===== src/hw/rtl/lrupr_pkg.sv =====
`timescale 1ns / 1ps
// ----------------------------------------------------------------------------
// lrupr_pkg
// Shared types and constants of the LRU page replacement core.
// ----------------------------------------------------------------------------
package lrupr_pkg;

   localparam int CFG_BITS      = 4;
   localparam int FAULT_BITS    = 32;
   localparam int CSR_ADDR_BITS = 3;
   localparam int CSR_DATA_BITS = 32;

   localparam logic [CFG_BITS-1:0]   FRAME_COUNT_RESET = 4'd4;
   localparam logic [FAULT_BITS-1:0] FAULT_MAX         = 32'hFFFF_FFFF;

   // register index, taken from paddr[2]
   localparam logic REG_FRAME_COUNT = 1'b0;

   typedef enum logic [1:0] {
      ST_IDLE,
      ST_LOOK,
      ST_UPDATE
   } lrupr_state_type;

   // flags rippled down the cell row during lookup
   typedef struct packed {
      logic hit_seen;
      logic free_seen;
   } lrupr_flags_type;

   // broadcast command from the sequencer to every cell
   typedef struct packed {
      logic look;
      logic apply;
      logic fill;
      logic clear;
   } lrupr_cmd_type;

endpackage


===== src/hw/rtl/lrupr_req_if.sv =====
`timescale 1ns / 1ps
// ----------------------------------------------------------------------------
// lrupr_req_if
// Page reference channel: valid/ready handshake with one reference per word.
// ----------------------------------------------------------------------------
interface lrupr_req_if #(
   parameter int PAGE_BITS = 16
);
   logic                 valid;
   logic                 ready;
   logic [PAGE_BITS-1:0] page;
   logic                 last_ref;

   modport source (output valid, output page, output last_ref, input ready);
   modport sink   (input valid, input page, input last_ref, output ready);
endinterface


===== src/hw/rtl/lrupr_rsp_if.sv =====
`timescale 1ns / 1ps
// ----------------------------------------------------------------------------
// lrupr_rsp_if
// Result channel: hit/fault report, evicted page and running fault total.
// ----------------------------------------------------------------------------
interface lrupr_rsp_if #(
   parameter int PAGE_BITS = 16
);
   logic                               valid;
   logic                               ready;
   logic                               hit;
   logic                               evicted_valid;
   logic [PAGE_BITS-1:0]               evicted_page;
   logic [lrupr_pkg::FAULT_BITS-1:0]   fault_total;

   modport source (output valid, output hit, output evicted_valid, output evicted_page,
                   output fault_total, input ready);
   modport sink   (input valid, input hit, input evicted_valid, input evicted_page,
                   input fault_total, output ready);
endinterface


===== src/hw/rtl/lrupr_cell.sv =====
`timescale 1ns / 1ps
// ----------------------------------------------------------------------------
// lrupr_cell
// One page frame: resident page, valid bit and recency rank, with the
// neighbor links for first-match, first-free, oldest-rank and select ripples.
// ----------------------------------------------------------------------------
module lrupr_cell #(
   parameter int PAGE_BITS = 16,
   parameter int INDEX     = 0,
   parameter int RANK_BITS = 3
) (
   input  logic                              clock,
   input  logic                              reset,
   input  logic [lrupr_pkg::CFG_BITS-1:0]    frame_count,
   input  lrupr_pkg::lrupr_cmd_type          cmd,
   input  logic [PAGE_BITS-1:0]              cmp_page,
   input  lrupr_pkg::lrupr_flags_type        flags_in,
   output lrupr_pkg::lrupr_flags_type        flags_out,
   input  logic [RANK_BITS-1:0]              best_in,
   output logic [RANK_BITS-1:0]              best_out,
   input  logic                              any_hit,
   input  logic                              any_free,
   input  logic [RANK_BITS-1:0]              max_rank,
   input  logic [RANK_BITS-1:0]              old_rank_in,
   output logic [RANK_BITS-1:0]              old_rank_out,
   input  logic [PAGE_BITS-1:0]              ev_page_in,
   output logic [PAGE_BITS-1:0]              ev_page_out,
   input  logic [RANK_BITS-1:0]              old_rank
);

   logic [PAGE_BITS-1:0] page_ff;
   logic                 valid_ff;
   logic [RANK_BITS-1:0] rank_ff;
   logic                 sel_ff;

   logic active;
   logic match;
   logic empty;
   logic pick;

   always_comb begin
      // a zero frame count still leaves frame 0 in use
      active = (INDEX == 0) || (32'(frame_count) > 32'(INDEX));
      match  = active && valid_ff && (page_ff == cmp_page);
      empty  = active && !valid_ff;

      flags_out.hit_seen  = flags_in.hit_seen  | match;
      flags_out.free_seen = flags_in.free_seen | empty;
      best_out = (active && (rank_ff > best_in)) ? rank_ff : best_in;

      if (any_hit) begin
         pick = match && !flags_in.hit_seen;
      end else if (any_free) begin
         pick = empty && !flags_in.free_seen;
      end else begin
         pick = active && (rank_ff == max_rank);
      end

      old_rank_out = old_rank_in | (sel_ff ? rank_ff : '0);
      ev_page_out  = ev_page_in  | (sel_ff ? page_ff : '0);
   end

   always_ff @(posedge clock) begin
      if (reset) begin
         valid_ff <= 1'b0;
         rank_ff  <= RANK_BITS'(INDEX);
         sel_ff   <= 1'b0;
      end else begin
         if (cmd.look) begin
            sel_ff <= pick;
         end else if (cmd.apply) begin
            sel_ff <= 1'b0;
         end
         if (cmd.apply) begin
            if (cmd.clear) begin
               valid_ff <= 1'b0;
               rank_ff  <= RANK_BITS'(INDEX);
            end else if (sel_ff) begin
               valid_ff <= 1'b1;
               rank_ff  <= '0;
            end else if (rank_ff < old_rank) begin
               rank_ff <= rank_ff + 1'b1;
            end
         end
      end
   end

   always_ff @(posedge clock) begin
      if (cmd.apply && !cmd.clear && sel_ff && cmd.fill) begin
         page_ff <= cmp_page;
      end
   end

endmodule


===== src/hw/rtl/lru_page_replacement_core.sv =====
`timescale 1ns / 1ps
// ----------------------------------------------------------------------------
// lru_page_replacement_core
// LRU page replacement over a row of frame cells.
// ----------------------------------------------------------------------------
// Usage:
//  - req_word carries one page reference per word (page, last_ref); rsp_word
//    returns one word per reference: hit, evicted_valid, evicted_page and
//    the saturating fault total of the current reference string.
//  - APB port holds frame_count at byte address 0 (active frames, 0 acts
//    as 1). Write it only while the core is idle. pready is tied high.
//  - An accepted reference passes a lookup state, which ripples match,
//    free and oldest-rank flags through the cell row, then an update state,
//    which ripples the selected rank and page, applies the new ranks and
//    loads the result; the next reference is taken in the update state.
//  - A reference with last_ref set reports normally, then all frames go
//    invalid, ranks return to index order and the fault total to zero.
//  - Reset is synchronous: frames empty, frame_count 4, no result pending.
//  - The result sits in an output register; while the receiver stalls one
//    further reference is looked up, then req_word.ready stays low until
//    the pending result is taken.
// ----------------------------------------------------------------------------
module lru_page_replacement_core #(
   parameter int FRAMES    = 8,
   parameter int PAGE_BITS = 16
) (
   input  logic                                  clock,
   input  logic                                  reset,
   lrupr_req_if.sink                             req_word,
   lrupr_rsp_if.source                           rsp_word,
   input  logic                                  psel,
   input  logic                                  penable,
   input  logic                                  pwrite,
   input  logic [lrupr_pkg::CSR_ADDR_BITS-1:0]   paddr,
   input  logic [lrupr_pkg::CSR_DATA_BITS-1:0]   pwdata,
   output logic [lrupr_pkg::CSR_DATA_BITS-1:0]   prdata,
   output logic                                  pready
);

   localparam int RANK_BITS = (FRAMES > 1) ? $clog2(FRAMES) : 1;

   lrupr_pkg::lrupr_state_type state_ff, state_in;
   lrupr_pkg::lrupr_cmd_type   cmd;

   logic [lrupr_pkg::CFG_BITS-1:0]   frame_count_ff;
   logic [PAGE_BITS-1:0]             page_ff;
   logic                             last_ff;
   logic                             hit_ff;
   logic                             evict_ff;
   logic [lrupr_pkg::FAULT_BITS-1:0] fault_ff;
   logic [lrupr_pkg::FAULT_BITS-1:0] fault_in;

   logic                             rsp_valid_ff;
   logic                             rsp_hit_ff;
   logic                             rsp_ev_valid_ff;
   logic [PAGE_BITS-1:0]             rsp_ev_page_ff;
   logic [lrupr_pkg::FAULT_BITS-1:0] rsp_fault_ff;

   logic req_take;
   logic out_free;
   logic out_load;
   logic csr_wr;

   lrupr_pkg::lrupr_flags_type flags_c [FRAMES+1];
   logic [RANK_BITS-1:0]       best_c  [FRAMES+1];
   logic [RANK_BITS-1:0]       orank_c [FRAMES+1];
   logic [PAGE_BITS-1:0]       evpg_c  [FRAMES+1];

   assign flags_c[0] = '0;
   assign best_c[0]  = '0;
   assign orank_c[0] = '0;
   assign evpg_c[0]  = '0;

   for (genvar g = 0; g < FRAMES; g++) begin : g_cell
      lrupr_cell #(
         .PAGE_BITS (PAGE_BITS),
         .INDEX     (g),
         .RANK_BITS (RANK_BITS)
      ) u_cell (
         .clock        (clock),
         .reset        (reset),
         .frame_count  (frame_count_ff),
         .cmd          (cmd),
         .cmp_page     (page_ff),
         .flags_in     (flags_c[g]),
         .flags_out    (flags_c[g+1]),
         .best_in      (best_c[g]),
         .best_out     (best_c[g+1]),
         .any_hit      (flags_c[FRAMES].hit_seen),
         .any_free     (flags_c[FRAMES].free_seen),
         .max_rank     (best_c[FRAMES]),
         .old_rank_in  (orank_c[g]),
         .old_rank_out (orank_c[g+1]),
         .ev_page_in   (evpg_c[g]),
         .ev_page_out  (evpg_c[g+1]),
         .old_rank     (orank_c[FRAMES])
      );
   end

   // ---- sequencer ----
   always_comb begin
      out_free       = !rsp_valid_ff || rsp_word.ready;
      state_in       = state_ff;
      req_word.ready = 1'b0;
      out_load       = 1'b0;
      cmd            = '0;
      cmd.fill       = !hit_ff;
      cmd.clear      = last_ff;
      unique case (state_ff)
         lrupr_pkg::ST_IDLE: begin
            req_word.ready = 1'b1;
            if (req_word.valid) begin
               state_in = lrupr_pkg::ST_LOOK;
            end
         end
         lrupr_pkg::ST_LOOK: begin
            cmd.look = 1'b1;
            state_in = lrupr_pkg::ST_UPDATE;
         end
         lrupr_pkg::ST_UPDATE: begin
            if (out_free) begin
               cmd.apply      = 1'b1;
               out_load       = 1'b1;
               req_word.ready = 1'b1;
               state_in       = req_word.valid ? lrupr_pkg::ST_LOOK : lrupr_pkg::ST_IDLE;
            end
         end
         default: begin
            state_in = lrupr_pkg::ST_IDLE;
         end
      endcase
      req_take = req_word.valid && req_word.ready;
      if (hit_ff || (fault_ff == lrupr_pkg::FAULT_MAX)) begin
         fault_in = fault_ff;
      end else begin
         fault_in = fault_ff + 1'b1;
      end
   end

   always_ff @(posedge clock) begin
      if (reset) begin
         state_ff     <= lrupr_pkg::ST_IDLE;
         fault_ff     <= '0;
         rsp_valid_ff <= 1'b0;
      end else begin
         state_ff <= state_in;
         if (out_load) begin
            fault_ff     <= last_ff ? '0 : fault_in;
            rsp_valid_ff <= 1'b1;
         end else if (rsp_word.ready) begin
            rsp_valid_ff <= 1'b0;
         end
      end
   end

   always_ff @(posedge clock) begin
      if (req_take) begin
         page_ff <= req_word.page;
         last_ff <= req_word.last_ref;
      end
      if (cmd.look) begin
         hit_ff   <= flags_c[FRAMES].hit_seen;
         evict_ff <= !flags_c[FRAMES].hit_seen && !flags_c[FRAMES].free_seen;
      end
      if (out_load) begin
         rsp_hit_ff      <= hit_ff;
         rsp_ev_valid_ff <= evict_ff;
         rsp_ev_page_ff  <= evict_ff ? evpg_c[FRAMES] : '0;
         rsp_fault_ff    <= fault_in;
      end
   end

   assign rsp_word.valid         = rsp_valid_ff;
   assign rsp_word.hit           = rsp_hit_ff;
   assign rsp_word.evicted_valid = rsp_ev_valid_ff;
   assign rsp_word.evicted_page  = rsp_ev_page_ff;
   assign rsp_word.fault_total   = rsp_fault_ff;

   // ---- configuration port ----
   assign pready = 1'b1;
   assign csr_wr = psel && penable && pwrite && pready;

   always_ff @(posedge clock) begin
      if (reset) begin
         frame_count_ff <= lrupr_pkg::FRAME_COUNT_RESET;
      end else if (csr_wr) begin
         unique case (paddr[2])
            lrupr_pkg::REG_FRAME_COUNT: frame_count_ff <= pwdata[lrupr_pkg::CFG_BITS-1:0];
            default: ;
         endcase
      end
   end

   always_comb begin
      prdata = '0;
      unique case (paddr[2])
         lrupr_pkg::REG_FRAME_COUNT: prdata = lrupr_pkg::CSR_DATA_BITS'(frame_count_ff);
         default: prdata = '0;
      endcase
   end

endmodule


===== src/flat_wrapper.sv =====
// flat-port wrapper written by rule: the top's interface ports become plain ports
module lru_page_replacement_core_flat 
#(
   parameter int FRAMES    = 8,
   parameter int PAGE_BITS = 16
)
  (clock, reset, psel, penable, pwrite, paddr, pwdata, prdata, pready, req_word_valid, req_word_page, req_word_last_ref, req_word_ready, rsp_word_valid, rsp_word_hit, rsp_word_evicted_valid, rsp_word_evicted_page, rsp_word_fault_total, rsp_word_ready);
  lrupr_req_if #(.PAGE_BITS(PAGE_BITS)) req_word_i ();
  lrupr_rsp_if #(.PAGE_BITS(PAGE_BITS)) rsp_word_i ();
  input  logic clock;
  input  logic reset;
  input  logic psel;
  input  logic penable;
  input  logic pwrite;
  input  logic [lrupr_pkg::CSR_ADDR_BITS-1:0] paddr;
  input  logic [lrupr_pkg::CSR_DATA_BITS-1:0] pwdata;
  output logic [lrupr_pkg::CSR_DATA_BITS-1:0] prdata;
  output logic pready;
  input wire logic [$bits(req_word_i.valid)-1:0] req_word_valid;
  input wire logic [$bits(req_word_i.page)-1:0] req_word_page;
  input wire logic [$bits(req_word_i.last_ref)-1:0] req_word_last_ref;
  output wire logic [$bits(req_word_i.ready)-1:0] req_word_ready;
  output wire logic [$bits(rsp_word_i.valid)-1:0] rsp_word_valid;
  output wire logic [$bits(rsp_word_i.hit)-1:0] rsp_word_hit;
  output wire logic [$bits(rsp_word_i.evicted_valid)-1:0] rsp_word_evicted_valid;
  output wire logic [$bits(rsp_word_i.evicted_page)-1:0] rsp_word_evicted_page;
  output wire logic [$bits(rsp_word_i.fault_total)-1:0] rsp_word_fault_total;
  input wire logic [$bits(rsp_word_i.ready)-1:0] rsp_word_ready;
  assign req_word_i.valid = req_word_valid;
  assign req_word_i.page = req_word_page;
  assign req_word_i.last_ref = req_word_last_ref;
  assign req_word_ready = req_word_i.ready;
  assign rsp_word_valid = rsp_word_i.valid;
  assign rsp_word_hit = rsp_word_i.hit;
  assign rsp_word_evicted_valid = rsp_word_i.evicted_valid;
  assign rsp_word_evicted_page = rsp_word_i.evicted_page;
  assign rsp_word_fault_total = rsp_word_i.fault_total;
  assign rsp_word_i.ready = rsp_word_ready;
  lru_page_replacement_core #(.FRAMES(FRAMES), .PAGE_BITS(PAGE_BITS)) u_core (.clock(clock), .reset(reset), .req_word(req_word_i), .rsp_word(rsp_word_i), .psel(psel), .penable(penable), .pwrite(pwrite), .paddr(paddr), .pwdata(pwdata), .prdata(prdata), .pready(pready));
endmodule

===== config.mk =====
export PLATFORM = sky130hd
export DESIGN_NAME = lru_page_replacement_core_flat
export DESIGN_NICKNAME = d
export VERILOG_FILES = /design/src/hw/rtl/lrupr_pkg.sv /design/src/hw/rtl/lrupr_req_if.sv /design/src/hw/rtl/lrupr_rsp_if.sv /design/src/hw/rtl/lrupr_cell.sv /design/src/hw/rtl/lru_page_replacement_core.sv /design/src/flat_wrapper.sv
export SDC_FILE = /design/constraint.sdc
export NUM_CORES = 1
export LEC_CHECK = 0
export ABC_AREA = 0
export BUFFER_PORTS_ARGS = -buffer_cell sky130_fd_sc_hd__buf_4
export CAP_MARGIN = 5
export CORE_MARGIN = 2
export CORE_UTILIZATION = 60
export DETAILED_ROUTE_END_ITERATION = 12
export PLACE_DENSITY = 0.8
export SLEW_MARGIN = 20
export SYNTH_ARGS = -nofsm -noshare
export SYNTH_HDL_FRONTEND = slang
export SYNTH_HIERARCHICAL = 1
export SYNTH_SLANG_ARGS = --single-unit

===== constraint.sdc =====
create_clock -name clock -period 23.2 [get_ports clock]
set_input_delay 2.32 -clock clock [delete_from_list [all_inputs] [get_ports clock]]
set_output_delay 2.32 -clock clock [all_outputs]
set_load 0.02 [all_outputs]

# ---- Word-level counts from Yosys, hierarchy flattened
# Cells that the tools add are included.
# W data, S select, Z words.
dict set report classes {
  n_addsub 9
  order_cmp 23
  eq_ne 21
  mux 102
  n_bitwise 29
  n_reduce_logical 136
}
# cell count
set ops {}
lappend ops {{$eq A16 B16 Y1} 8}
lappend ops {{$mux W16} 8}
lappend ops {{$mux W3} 40}
lappend ops {{$or A16 B16 Y16} 7}
lappend ops {{$logic_and A1 B1 Y1} 71}
lappend ops {{$mux W32} 2}
lappend ops {{$mux W1} 47}
lappend ops {{$reduce_and A2 Y1} 18}
lappend ops {{$add A32 B1 Y32 const B} 1}
lappend ops {{$eq A32 B32 Y1 const B} 1}
lappend ops {{$logic_not A1 Y1} 26}
lappend ops {{$add A3 B1 Y3 const B} 8}
lappend ops {{$eq A3 B3 Y1} 8}
lappend ops {{$lt A3 B3 Y1} 8}
lappend ops {{$reduce_bool A3 Y1} 8}
lappend ops {{$gt A3 B3 Y1} 7}
lappend ops {{$or A3 B3 Y3} 7}
lappend ops {{$reduce_bool A2 Y1} 10}
lappend ops {{$gt A4 B3 Y1 const B} 4}
lappend ops {{$or A1 B1 Y1} 14}
lappend ops {{$gt A4 B2 Y1 const B} 2}
lappend ops {{$pmux W2 S3} 1}
lappend ops {{$gt A4 B1 Y1 const B} 1}
lappend ops {{$mux W2} 2}
lappend ops {{10 further kinds} 11}
dict set report totals {
  ff_bits 276
  inputBits 59
  out_inout_bits 85
  wordCells 364
}

# ---- Longest topological paths before layout
# Gate-level depths: netlist of the first run.
dict set report depth {
  depth_word 28
  depth_mapped 55
  ltp_nobuf 55
}

# ---- Hierarchy
# The synthesis of the first run kept the hierarchy.
# mod instances cells_each area_each_um2 seq_area_each_um2
set by_module_without_submodules {}
lappend by_module_without_submodules {lru_page_replacement_core 1 438 4989.8 2852.7}
lappend by_module_without_submodules {{lrupr_cell at u_core.g_cell[1].u_cell} 1 121 1368.8 580.6}
lappend by_module_without_submodules {{lrupr_cell at u_core.g_cell[4].u_cell} 1 121 1343.8 580.6}
lappend by_module_without_submodules {{lrupr_cell at u_core.g_cell[3].u_cell} 1 122 1336.3 580.6}
lappend by_module_without_submodules {{lrupr_cell at u_core.g_cell[5].u_cell} 1 120 1328.8 580.6}
lappend by_module_without_submodules {{lrupr_cell at u_core.g_cell[2].u_cell} 1 120 1322.5 580.6}
lappend by_module_without_submodules {{lrupr_cell at u_core.g_cell[7].u_cell} 1 120 1313.8 580.6}
lappend by_module_without_submodules {{lrupr_cell at u_core.g_cell[0].u_cell} 1 119 1312.5 580.6}
lappend by_module_without_submodules {{lrupr_cell at u_core.g_cell[6].u_cell} 1 121 1310.0 580.6}

# ---- Least setup slack after synthesis of the first run
# No wires, ideal clock.
dict set report synth_path {
  kind {register to register}
  startpoint {reg u_core.g_cell[0].u_cell.rank_ff[1]}
  endpoint {reg u_core.g_cell[7].u_cell.sel_ff}
  setup_time_ps 117
  arrival_time_ps 10226
  t_required_ps 23083
  slack_ps 12856
  path_stages_with_launch 53
  n_path_buf 0
  period_less_slack_ps 10344
  path_cell_list {dfxtp_1 ha_1 a21o_1 a21oi_1 a31oi_1 mux2_2 inv_1 ha_1 a21o_1 a21oi_1 a311oi_2 mux2_1 ha_1 inv_1 a21o_1 a21oi_1 a311oi_2 mux2_2 (+17 left out) mux2_1 ha_1 inv_1 a21o_1 a21oi_1 a311oi_2 mux2_2 inv_1 ha_1 nor2b_1 o21ai_0 a21oi_1 o21ai_0 xor2_1 nor3b_1 a311oi_1 nor3b_1 a32o_1}
}
# item line_no
set synth_rtl {}
lappend synth_rtl {{from (decl)} lrupr_cell.sv:33} ;# logic [RANK_BITS-1:0] rank_ff;
lappend synth_rtl {{from (signal assigned)} lrupr_cell.sv:66} ;# rank_ff <= RANK_BITS'(INDEX);
lappend synth_rtl {{from (signal assigned)} lrupr_cell.sv:77} ;# rank_ff <= RANK_BITS'(INDEX);
lappend synth_rtl {{from (signal assigned)} lrupr_cell.sv:82} ;# rank_ff <= rank_ff + 1'b1;
lappend synth_rtl {{to (signal assigned)} lrupr_cell.sv:70} ;# sel_ff <= pick;
lappend synth_rtl {{to (decl)} lrupr_cell.sv:34} ;# logic sel_ff;

==> summary.md, run 1 <==
| Metric | Value |
|---|---|
| Top area cells in the synthesized netlist | edfxtp_1 38%, dfxtp_1 10%, a21o_1 8.0% |
| Max Slew Vio Count | 0 |
| HPWL after DPL | 24760 um |
| Number of top-level pins | 144 |
| CTS root buffer | clkbuf_16 |
| Footprint of the multi-input gates | 0.007645 mm2 |
| Area leader, netlist | edfxtp_1 |
| Number of antenna diodes | 0 |
| Final Wtd Congestion | 0.8857 |
| CTS Sinks | 276 |
| Cell types with the highest counts after synthesis | 197 x edfxtp_1, 166 x a21o_1, 113 x xnor2_1 |
| Maximum fanout along the worst path | 8 |
| Final WL | 36510 um |
| Total routing resource utilization after global routing | 0.2669 |
| Total of endpoints with negative setup slack in the final report | 0 |
| Yosys cell types | 94 |
| Complex-gate fraction of the synthesized area | 0.1841 |
| CP Capture Type | flop |
| Post-detailed-route DRC marker count | 0 |
| Area share of and/or/nand/nor cells after synthesis | 0.1256 |
| Primary FF master, synth | edfxtp_1 |
| Vias per inst | 6.095 |
| Layout area overhead | 12.32% |
| Per-cell routed wire length | 19.53 um |
| Floorplan die height | 165.4 um |
| First-pass GRT wire length | 57710 um |
| Clock-pin slew on the worst setup and hold paths | 0.07 ns |
| Summed instance area of the synthesized netlist | 0.01563 mm2 |
| FF-to-FF path depth | 51 |
| Setup_tns | 0 ns |
| Most used cell along the critical path | a21oi_1 |
| Max-capacitance violation count | 0 |
| Hold violation total from the final report | 0 |
| Number of synthesized flops with an enable pin | 197 |
| Via Count | 11392 |
| Overall die area | 0.02735 mm2 |
| Number of optimization iterations in the first detailed-route pass | 5 |
| Number of global-route vias before repair | 10868 |
| Clk buf depth | 3 |
| Fraction of synthesis flops using an asynchronous set or reset pin | 0 |
| Initial standard-cell utilization of the core | 0.6048 |
| Cells on Worst Hold Path | 1 |
| Dominant combinational cell family by area after synthesis | compound AO/OA/AOI/OAI gates |
| Crit path largest cell delay | 0.52 ns |
| Achievable frequency | 90.62 MHz |
| Shortest period the worst path allows | 11.04 ns |
| Gr ovfl total | 0 |
| Area of the core | 0.02584 mm2 |
| Slew at the pin closest to its max-slew limit | 1.027 ns |
| Worst-Skew Late Latency | 0.55 ns |
| Area fraction of the dominant cell type after synthesis | 0.3786 |
| Data arrival time of the critical path | 11.51 ns |
| Critical path class | reg -> reg |
| Syn Area/Cell | 11.15 um2 |
| Parity-gate share of the synthesized area counting xor and xnor cells | 0.1025 |
| TritonCTS clock tree | built |
| Count of standard-cell rows | 59 |
| Final-layout fill cell count | 1948 |
| Portion of the post-synthesis area used by sequential elements | 0.4798 |
| Post-synthesis cell count | 1402 |
| Fraction of the mapped netlist area in adder cells | 0.03923 |
| Proportion of layout cells with a drive suffix above 1 | 0.1467 |
| Multiplexer area fraction after synthesis | 0.02170 |
| Total power per unit cell area | 66.56 mW/mm2 |
| Number of antenna violations at the first check in global routing | 0 |
| Total power draw | 1.168 mW |
| Crit path max-delay cell type | mux2_2 |
| Headroom to the max-slew limit | 0.3143 |
| Inserted Clock Buffers | 29 |
| Total area of sequential cells | 0.007497 mm2 |
| # H-tree levels | 1 |
| CP Launch Type | flop |
| Clk_skew | 0.01364 ns |
| Initial drt markers | 939 |
| Number of register bits inferred by synthesis | 276 |
| Post-CTS setup buffers | 0 |
| Fin nets | 1619 |
| RSZ-0062 raised after global routing | false |
| Worst voltage drop across the vdd grid | 61.65 uV |
| Die W | 165.4 um |
| Final antenna-violating net count | 0 |
| Result of the run | finished, final reports clean |
| Fin util | 0.6793 |
| Largest net degree at the start of global routing | 67 |
| Required arrival time at the worst endpoint | 23.67 ns |
| Class of the tightest hold or removal check | reg -> reg |
| Resized Gates After CTS | 0 |
| Final Cycle Share | 0.4757 |
| Most used standard cell by instance count after synthesis | edfxtp_1 |
| Leakage component of the power | 7.106 nW |
| Synthesis Warnings | 6 |
| IO Port Bufs | 84 |
| # hold bufs at CTS | 0 |
==> layer usage <==
| layer | track usage | wire length (um) |
|---|---|---|
| met1 | 0.3839 | 16140 |
| met2 | 0.4246 | 16790 |
| met3 | 0.03746 | 2616 |
| met4 | 0.07719 | 962 |
| met5 | 0 | 0 |
==> per-stage QoR <==
| stage | setup WS [ns] | instance area (um2) | hold WS [ns] | cells |
|---|---|---|---|---|
| after floorplan | 12.86 | 15840 | 0.4738 | 1458 |
| after global placement | 12.67 | 16580 | 0.4929 | 1815 |
| after detailed placement | 12.26 | 16590 | 0.5016 | 1815 |
| after CTS | 12.17 | 17550 | 0.5257 | 1869 |
| after global routing | 11.25 | 17550 | 0.5667 | 1869 |
| final | 12.16 | 17550 | 0.5273 | 1869 |
==> final timing paths <==
path | from | to | slack [ns]
min reg2reg | u_core/fault_ff[22] | u_core/fault_ff[22] | 0.53
max | u_core/g_cell[0].u_cell/rank_ff[1] | u_core/g_cell[6].u_cell/sel_ff | 12.16
min | u_core/fault_ff[22] | u_core/fault_ff[22] | 0.53
max reg2reg | u_core/g_cell[0].u_cell/rank_ff[1] | u_core/g_cell[6].u_cell/sel_ff | 12.16
==> placed cells by master (no fill, tap or decap), types with 9 or more instances in the layout <==
cell,synthesis,routed
ha_1,49,49
or3_1,9,9
inv_1,78,77
xnor2_1,113,113
clkinv_2,0,11
a21oi_1,47,47
nor2b_1,15,15
xor2_1,68,68
nand2b_1,17,17
dfxtp_1,79,79
a31oi_1,18,18
nor3_1,18,16
edfxtp_1,197,197
buf_4,31,97
nor4_1,21,20
a211oi_1,10,10
o211ai_1,10,10
and2_1,18,18
nand3_1,31,31
conb_1,2,58
clkbuf_16,0,29
nand4_1,37,37
nand2_1,55,55
o31ai_1,14,13
nor2_1,41,41
o21ai_0,27,27
mux2_2,17,17
a21o_1,166,166
==> critical path: cells and delay by family (launching register included) <==
kind | cells | cell delay, ns
adders and majority gates | 8 | 1.95
and+or+nand+nor | 3 | 0.50
AOI/OAI and AO/OA | 25 | 4.52
xor gates and xnor gates | 1 | 0.18
DFF | 1 | 0.41
buffers and inverters | 6 | 0.29
muxes | 8 | 3.14
==> report_power, final <==
| part | internal (mW) | switching (mW) |
|---|---|---|
| clock | 0.276 | 0.194 |
| combinational | 0.0659 | 0.0824 |
| sequential | 0.534 | 0.0157 |
| total | 0.876 | 0.292 |
==> sequential cells by signal, indices dropped and copies added (netlist names), 2 cells and up <==
| signal | flops |
|---|---|
| u_core/page_ff | 16 |
| u_core/g_cell.u_cell/sel_ff | 8 |
| u_core/rsp_word.fault_total | 32 |
| u_core/frame_count_ff | 4 |
| u_core/g_cell.u_cell/rank_ff | 24 |
| u_core/g_cell.u_cell/page_ff | 128 |
| u_core/rsp_word.evicted_page | 16 |
| u_core/state_ff | 2 |
| u_core/g_cell.u_cell/valid_ff | 8 |
| u_core/fault_ff | 32 |
==> logic make-up after synthesis <==
family	after synthesis
AOI/OAI and AO/OA	382
xor gates and xnor gates	182
adders and majority gates	49
buffers and inverters	154
DFF	276
muxes	31
other	2
and+or+nand+nor	326
==> layout make-up <==
class / instances / share of cell area
Multi-Input combinational cell: 1028 / 0.4356
Sequential cell: 276 / 0.4271
Clock buffer: 32 / 0.04256
Timing Repair Buffer: 97 / 0.04149
Tap cell: 335 / 0.02388
Inverter: 79 / 0.01704
Clock inverter: 22 / 0.01233
Power figures use the tool's default switching activity.
==> run 2, diff against run 1 <==
--- a/config.mk
+++ b/config.mk
@@ -5,13 +5,13 @@
 export SDC_FILE = /design/constraint.sdc
 export NUM_CORES = 1
 export LEC_CHECK = 0
-export ABC_AREA = 0
+export ABC_AREA = 1
 export BUFFER_PORTS_ARGS = -buffer_cell sky130_fd_sc_hd__buf_4
 export CAP_MARGIN = 5
 export CORE_MARGIN = 2
-export CORE_UTILIZATION = 60
+export CORE_UTILIZATION = 55
 export DETAILED_ROUTE_END_ITERATION = 12
-export PLACE_DENSITY = 0.8
+export PLACE_DENSITY = 0.77
 export SLEW_MARGIN = 20
 export SYNTH_ARGS = -nofsm -noshare
 export SYNTH_HDL_FRONTEND = slang
==> constraint.sdc (replaced) <==
create_clock -name clock -period 9.8 [get_ports clock]
set_input_delay 0.98 -clock clock [delete_from_list [all_inputs] [get_ports clock]]
set_output_delay 0.98 -clock clock [all_outputs]
set_load 0.02 [all_outputs]
==> run 2 against run 1 <==
- sequential share of layout area decreased by 3.2 points
- via count increased by 23%
- wire length increased by 8.3%
- combinational power increased to 3.4 times the previous value
- clock power increased to 2.5 times the previous value
- cell count increased by 40%
==> summary.md, run 2 <==
| Metric | Value |
|---|---|
| Crit path largest cell delay | 0.37 ns (-0.15 ns) |
| Commonest non-fill, non-tap cell in the layout | nand2_1 |
| Number of antenna diodes | 0 (unchanged) |
| Fin util | 0.6366 (-0.04272) |
| Fraction of power consumed by the clock network | 0.396 (-0.007) |
| Buf/Inv on CP | 9 (+3) |
| Top area cells in the synthesized netlist | edfxtp_1 35%, nand2_1 12%, dfxtp_1 9.5% |
| Number of synthesized flops with an enable pin | 197 (unchanged) |
| Post-route cell area | 0.01897 mm2 (+8.1%) |
| Endpoint of the worst setup timing path | u_core/g_cell[7].u_cell/sel_ff |
| DP Area | 0.01777 mm2 (+7.1%) |
| Most used standard cell by instance count after synthesis | nand2_1 |
| Post-detailed-route DRC marker count | 0 (unchanged) |
| Number of flip-flops under the largest register name | 128 (unchanged) |
| Vias per inst | 5.361 (-12%) |
| CTS root buffer | clkbuf_16 |
| Max Slew Vio Count | 0 (unchanged) |
| Layout area overhead | 13.40% |
| Critical Path Source | u_core/g_cell[0].u_cell/rank_ff[1] |
| Setup slack of the most critical reg-to-reg path | 0.32 ns (-11.85 ns) |
| Initial standard-cell utilization of the core | 0.5614 (-0.04340) |
| Cell types with the highest counts after synthesis | 514 x nand2_1, 326 x inv_1, 197 x edfxtp_1 |
| Clk buf depth | 3 (unchanged) |
| Worst voltage drop across the vdd grid | 132.7 uV (+120%) |
| Power dissipated by switching net loads | 0.8192 mW (+180%) |
| Headroom to the max-slew limit | 0.2784 (-0.03584) |
| Fraction of synthesis flops using an asynchronous set or reset pin | 0 (unchanged) |
| Internal power | 2.177 mW (+150%) |
| Largest reg by FF count | u_core/g_cell.u_cell/page_ff |
| Number of optimization iterations in the first detailed-route pass | 7 (+2) |
| Overall die area | 0.03182 mm2 (+16%) |
| Data arrival time of the critical path | 9.88 ns (-1.63 ns) |
| Area fraction of the dominant cell type after synthesis | 0.3537 (-0.02492) |
| Yosys cell types | 47 (-50%) |
| IO Port Bufs | 84 (unchanged) |
| # H-tree levels | 1 (unchanged) |
| Area of the core | 0.02980 mm2 (+15%) |
| Total power per unit cell area | 158.0 mW/mm2 (+140%) |
| Max-capacitance violation count | 0 (unchanged) |
| Worst-Skew Late Latency | 0.56 ns (about the same) |
| Fraction of power consumed by sequential logic | 0.436 (-0.034) |
| Gr ovfl total | 0 (unchanged) |
| Primary FF master, synth | edfxtp_1 |
| Number of stages on the worst setup path | 58 (+14%) |
| Initial drt markers | 987 (+5.1%) |
| Final Cycle Share | 0.9677 (+0.4920) |
| Slew at the pin closest to its max-slew limit | 1.080 ns (+0.05294 ns) |
| CTS Sinks | 276 (unchanged) |
| Leakage component of the power | 8.372 nW (+18%) |
| Fin nets | 2313 (+43%) |
| CP Capture Type | flop |
| TritonCTS clock tree | built |
| Summed instance area of the synthesized netlist | 0.01673 mm2 (+7.0%) |
| Floorplan die height | 178.4 um (+7.9%) |
| Die W | 178.4 um (+7.9%) |
| Portion of the post-synthesis area used by sequential elements | 0.4482 (-0.03158) |
| Total routing resource utilization after global routing | 0.2437 (-0.02325) |
| Sw Share | 0.2734 (+0.02335) |
| Synthesis Warnings | 6 (unchanged) |
| Gate power share | 0.168 (+0.041) |
| Hold violation total from the final report | 0 (unchanged) |
| First-pass GRT wire length | 63270 um (+9.6%) |
| Clock-pin slew on the worst setup and hold paths | 0.06 ns (about the same) |
| Proportion of layout cells with a drive suffix above 1 | 0.1288 (-0.01792) |
| Final Wtd Congestion | 0.8921 (+0.72%) |
| Final WL | 39520 um (+8.3%) |
| Setup_tns | 0 ns (unchanged) |
| Number of top-level pins | 144 (unchanged) |
| Post-synthesis cell count | 2078 (+48%) |
| Clk_skew | 0.02031 ns (+0.006672 ns) |
| Total of endpoints with negative setup slack in the final report | 0 (unchanged) |
| Total power draw | 2.996 mW (+160%) |
| Class of the tightest hold or removal check | reg -> reg |
| HPWL after DPL | 28180 um (+14%) |
| Commonest non-fill, non-tap cells in the layout | 514 x nand2_1, 325 x inv_1, 197 x edfxtp_1 |
| Number of antenna violations at the first check in global routing | 0 (unchanged) |
| Required arrival time at the worst endpoint | 10.20 ns (-13.47 ns) |
| Achievable frequency | 105.5 MHz (+16%) |
| Via Count | 14041 (+23%) |
| Syn Area/Cell | 8.050 um2 (-28%) |
| Per-cell routed wire length | 15.09 um (-23%) |
| Crit path max-delay cell type | dfxtp_1 |
| Largest net degree at the start of global routing | 76 (+13%) |
| Number of register bits inferred by synthesis | 276 (unchanged) |
| Final antenna-violating net count | 0 (unchanged) |
| CP Launch Type | flop |
| Most used cell along the critical path | nand2_1 |
| Shortest period the worst path allows | 9.483 ns (-1.552 ns) |
| Count of standard-cell rows | 63 (+6.8%) |
| Inserted Clock Buffers | 30 (+3.4%) |
| R2R Path End | u_core/g_cell[7].u_cell/sel_ff |
| Result of the run | finished, final reports clean |
| Maximum fanout along the worst path | 6 (-2) |
| Area leader, netlist | edfxtp_1 |
| Smallest hold slack | 0.5069 ns (-0.02043 ns) |
| Number of global-route vias before repair | 13217 (+22%) |
| Worst reg2reg path startpoint | u_core/g_cell[0].u_cell/rank_ff[1] |
| Delay-heaviest family, CP | compound AO/OA/AOI/OAI gates |
| FF-to-FF path depth | 58 (+14%) |
| Critical path class | reg -> reg |
[run 2: changes by cell type after synthesis, moves of 37 or more]
cell / before / now
a21o_1: 166 / 50
a21oi_1: 47 / 84
inv_1: 78 / 326
nand2_1: 55 / 514
nand3_1: 31 / 105
nor2_1: 41 / 150
o21bai_1: 6 / 114
xnor2_1: 113 / 42
xor2_1: 68 / 13
[run 2: how the worst min path moves through the flow]
stage / startpoint / end / cells after the start
final: u_core/state_ff[1] / u_core/state_ff[1] / 1
after global routing: u_core/g_cell[0].u_cell/rank_ff[2] / u_core/g_cell[0].u_cell/rank_ff[2] / 2
after detailed placement: u_core/g_cell[0].u_cell/rank_ff[2] / u_core/g_cell[0].u_cell/rank_ff[2] / 2
after global placement: u_core/state_ff[1] / u_core/state_ff[1] / 1
after CTS: u_core/g_cell[0].u_cell/rank_ff[2] / u_core/g_cell[0].u_cell/rank_ff[2] / 2
after floorplan: u_core/evict_ff / u_core/rsp_word.evicted_valid / 0
[run 2: layout make-up]
cell class | instances | area [um2]
flip-flops and latches | 276 | 7497
clock inverters | 19 | 245.2
fillers | 2455 | 10830
inverters | 350 | 1315
multi-input cells | 1444 | 7845
well taps | 390 | 488.0
repair buffers | 103 | 780.7
clock buffers | 37 | 797.0
[run 2: kinds of logic after synthesis]
| logic type | after synthesis | share of synthesized area |
|---|---|---|
| other cells | 2 | 0.0004490 |
| flops | 276 | 0.4482 |
| simple gates | 920 | 0.2418 |
| buf+inv | 412 | 0.1024 |
| fa+ha+maj | 49 | 0.03665 |
| compound gates | 364 | 0.1417 |
| xor+xnor | 55 | 0.02880 |
[run 2: per-layer routing]
layer  part of all wire  up-vias  GRT usage
met5                  0        -          0
met4              0.027        0    0.07622
met3              0.059       66    0.02387
met2               0.47      481     0.4139
met1               0.44     6557     0.3291
li1                   -     6937          -
[run 2: power groups by stage]
| stage | Clock, mW | Combinational (mW) | Sequential (mW) |
|---|---|---|---|
| 5_1_grt | 1.25 | 0.553 | 1.31 |
| 3_3_place_gp | 0 | 0.419 | 1.33 |
| 2_1_floorplan | 0 | 0.326 | 1.33 |
| 4_1_cts | 1.20 | 0.444 | 1.31 |
| 3_5_place_dp | 0 | 0.441 | 1.33 |
| 6_report | 1.19 | 0.503 | 1.31 |
[run 2: metrics by stage]
step                      instances  setup slack [ns]
final                          2619            0.3169
after global routing           2619           -0.1952
after CTS                      2612            0.1287
after detailed placement       2556            0.1715
after global placement         2556            0.6956
after floorplan                2132            0.9401
[run 2: worst register-to-register path, delay by kind of cell (launching register included)]
kind,cells,cell delay [ns]
compound gates,21,3.07
fa+ha+maj,8,2.50
simple gates,20,2.42
buf+inv,9,0.98
flops,1,0.37
[run 2: repair_timing]
item,CTS,global route
buffers inserted,0,5
endpoints found under the setup margin,0,8
resized for setup,0,35
endpoints found under the hold margin,0,0
hold buffers,0,0
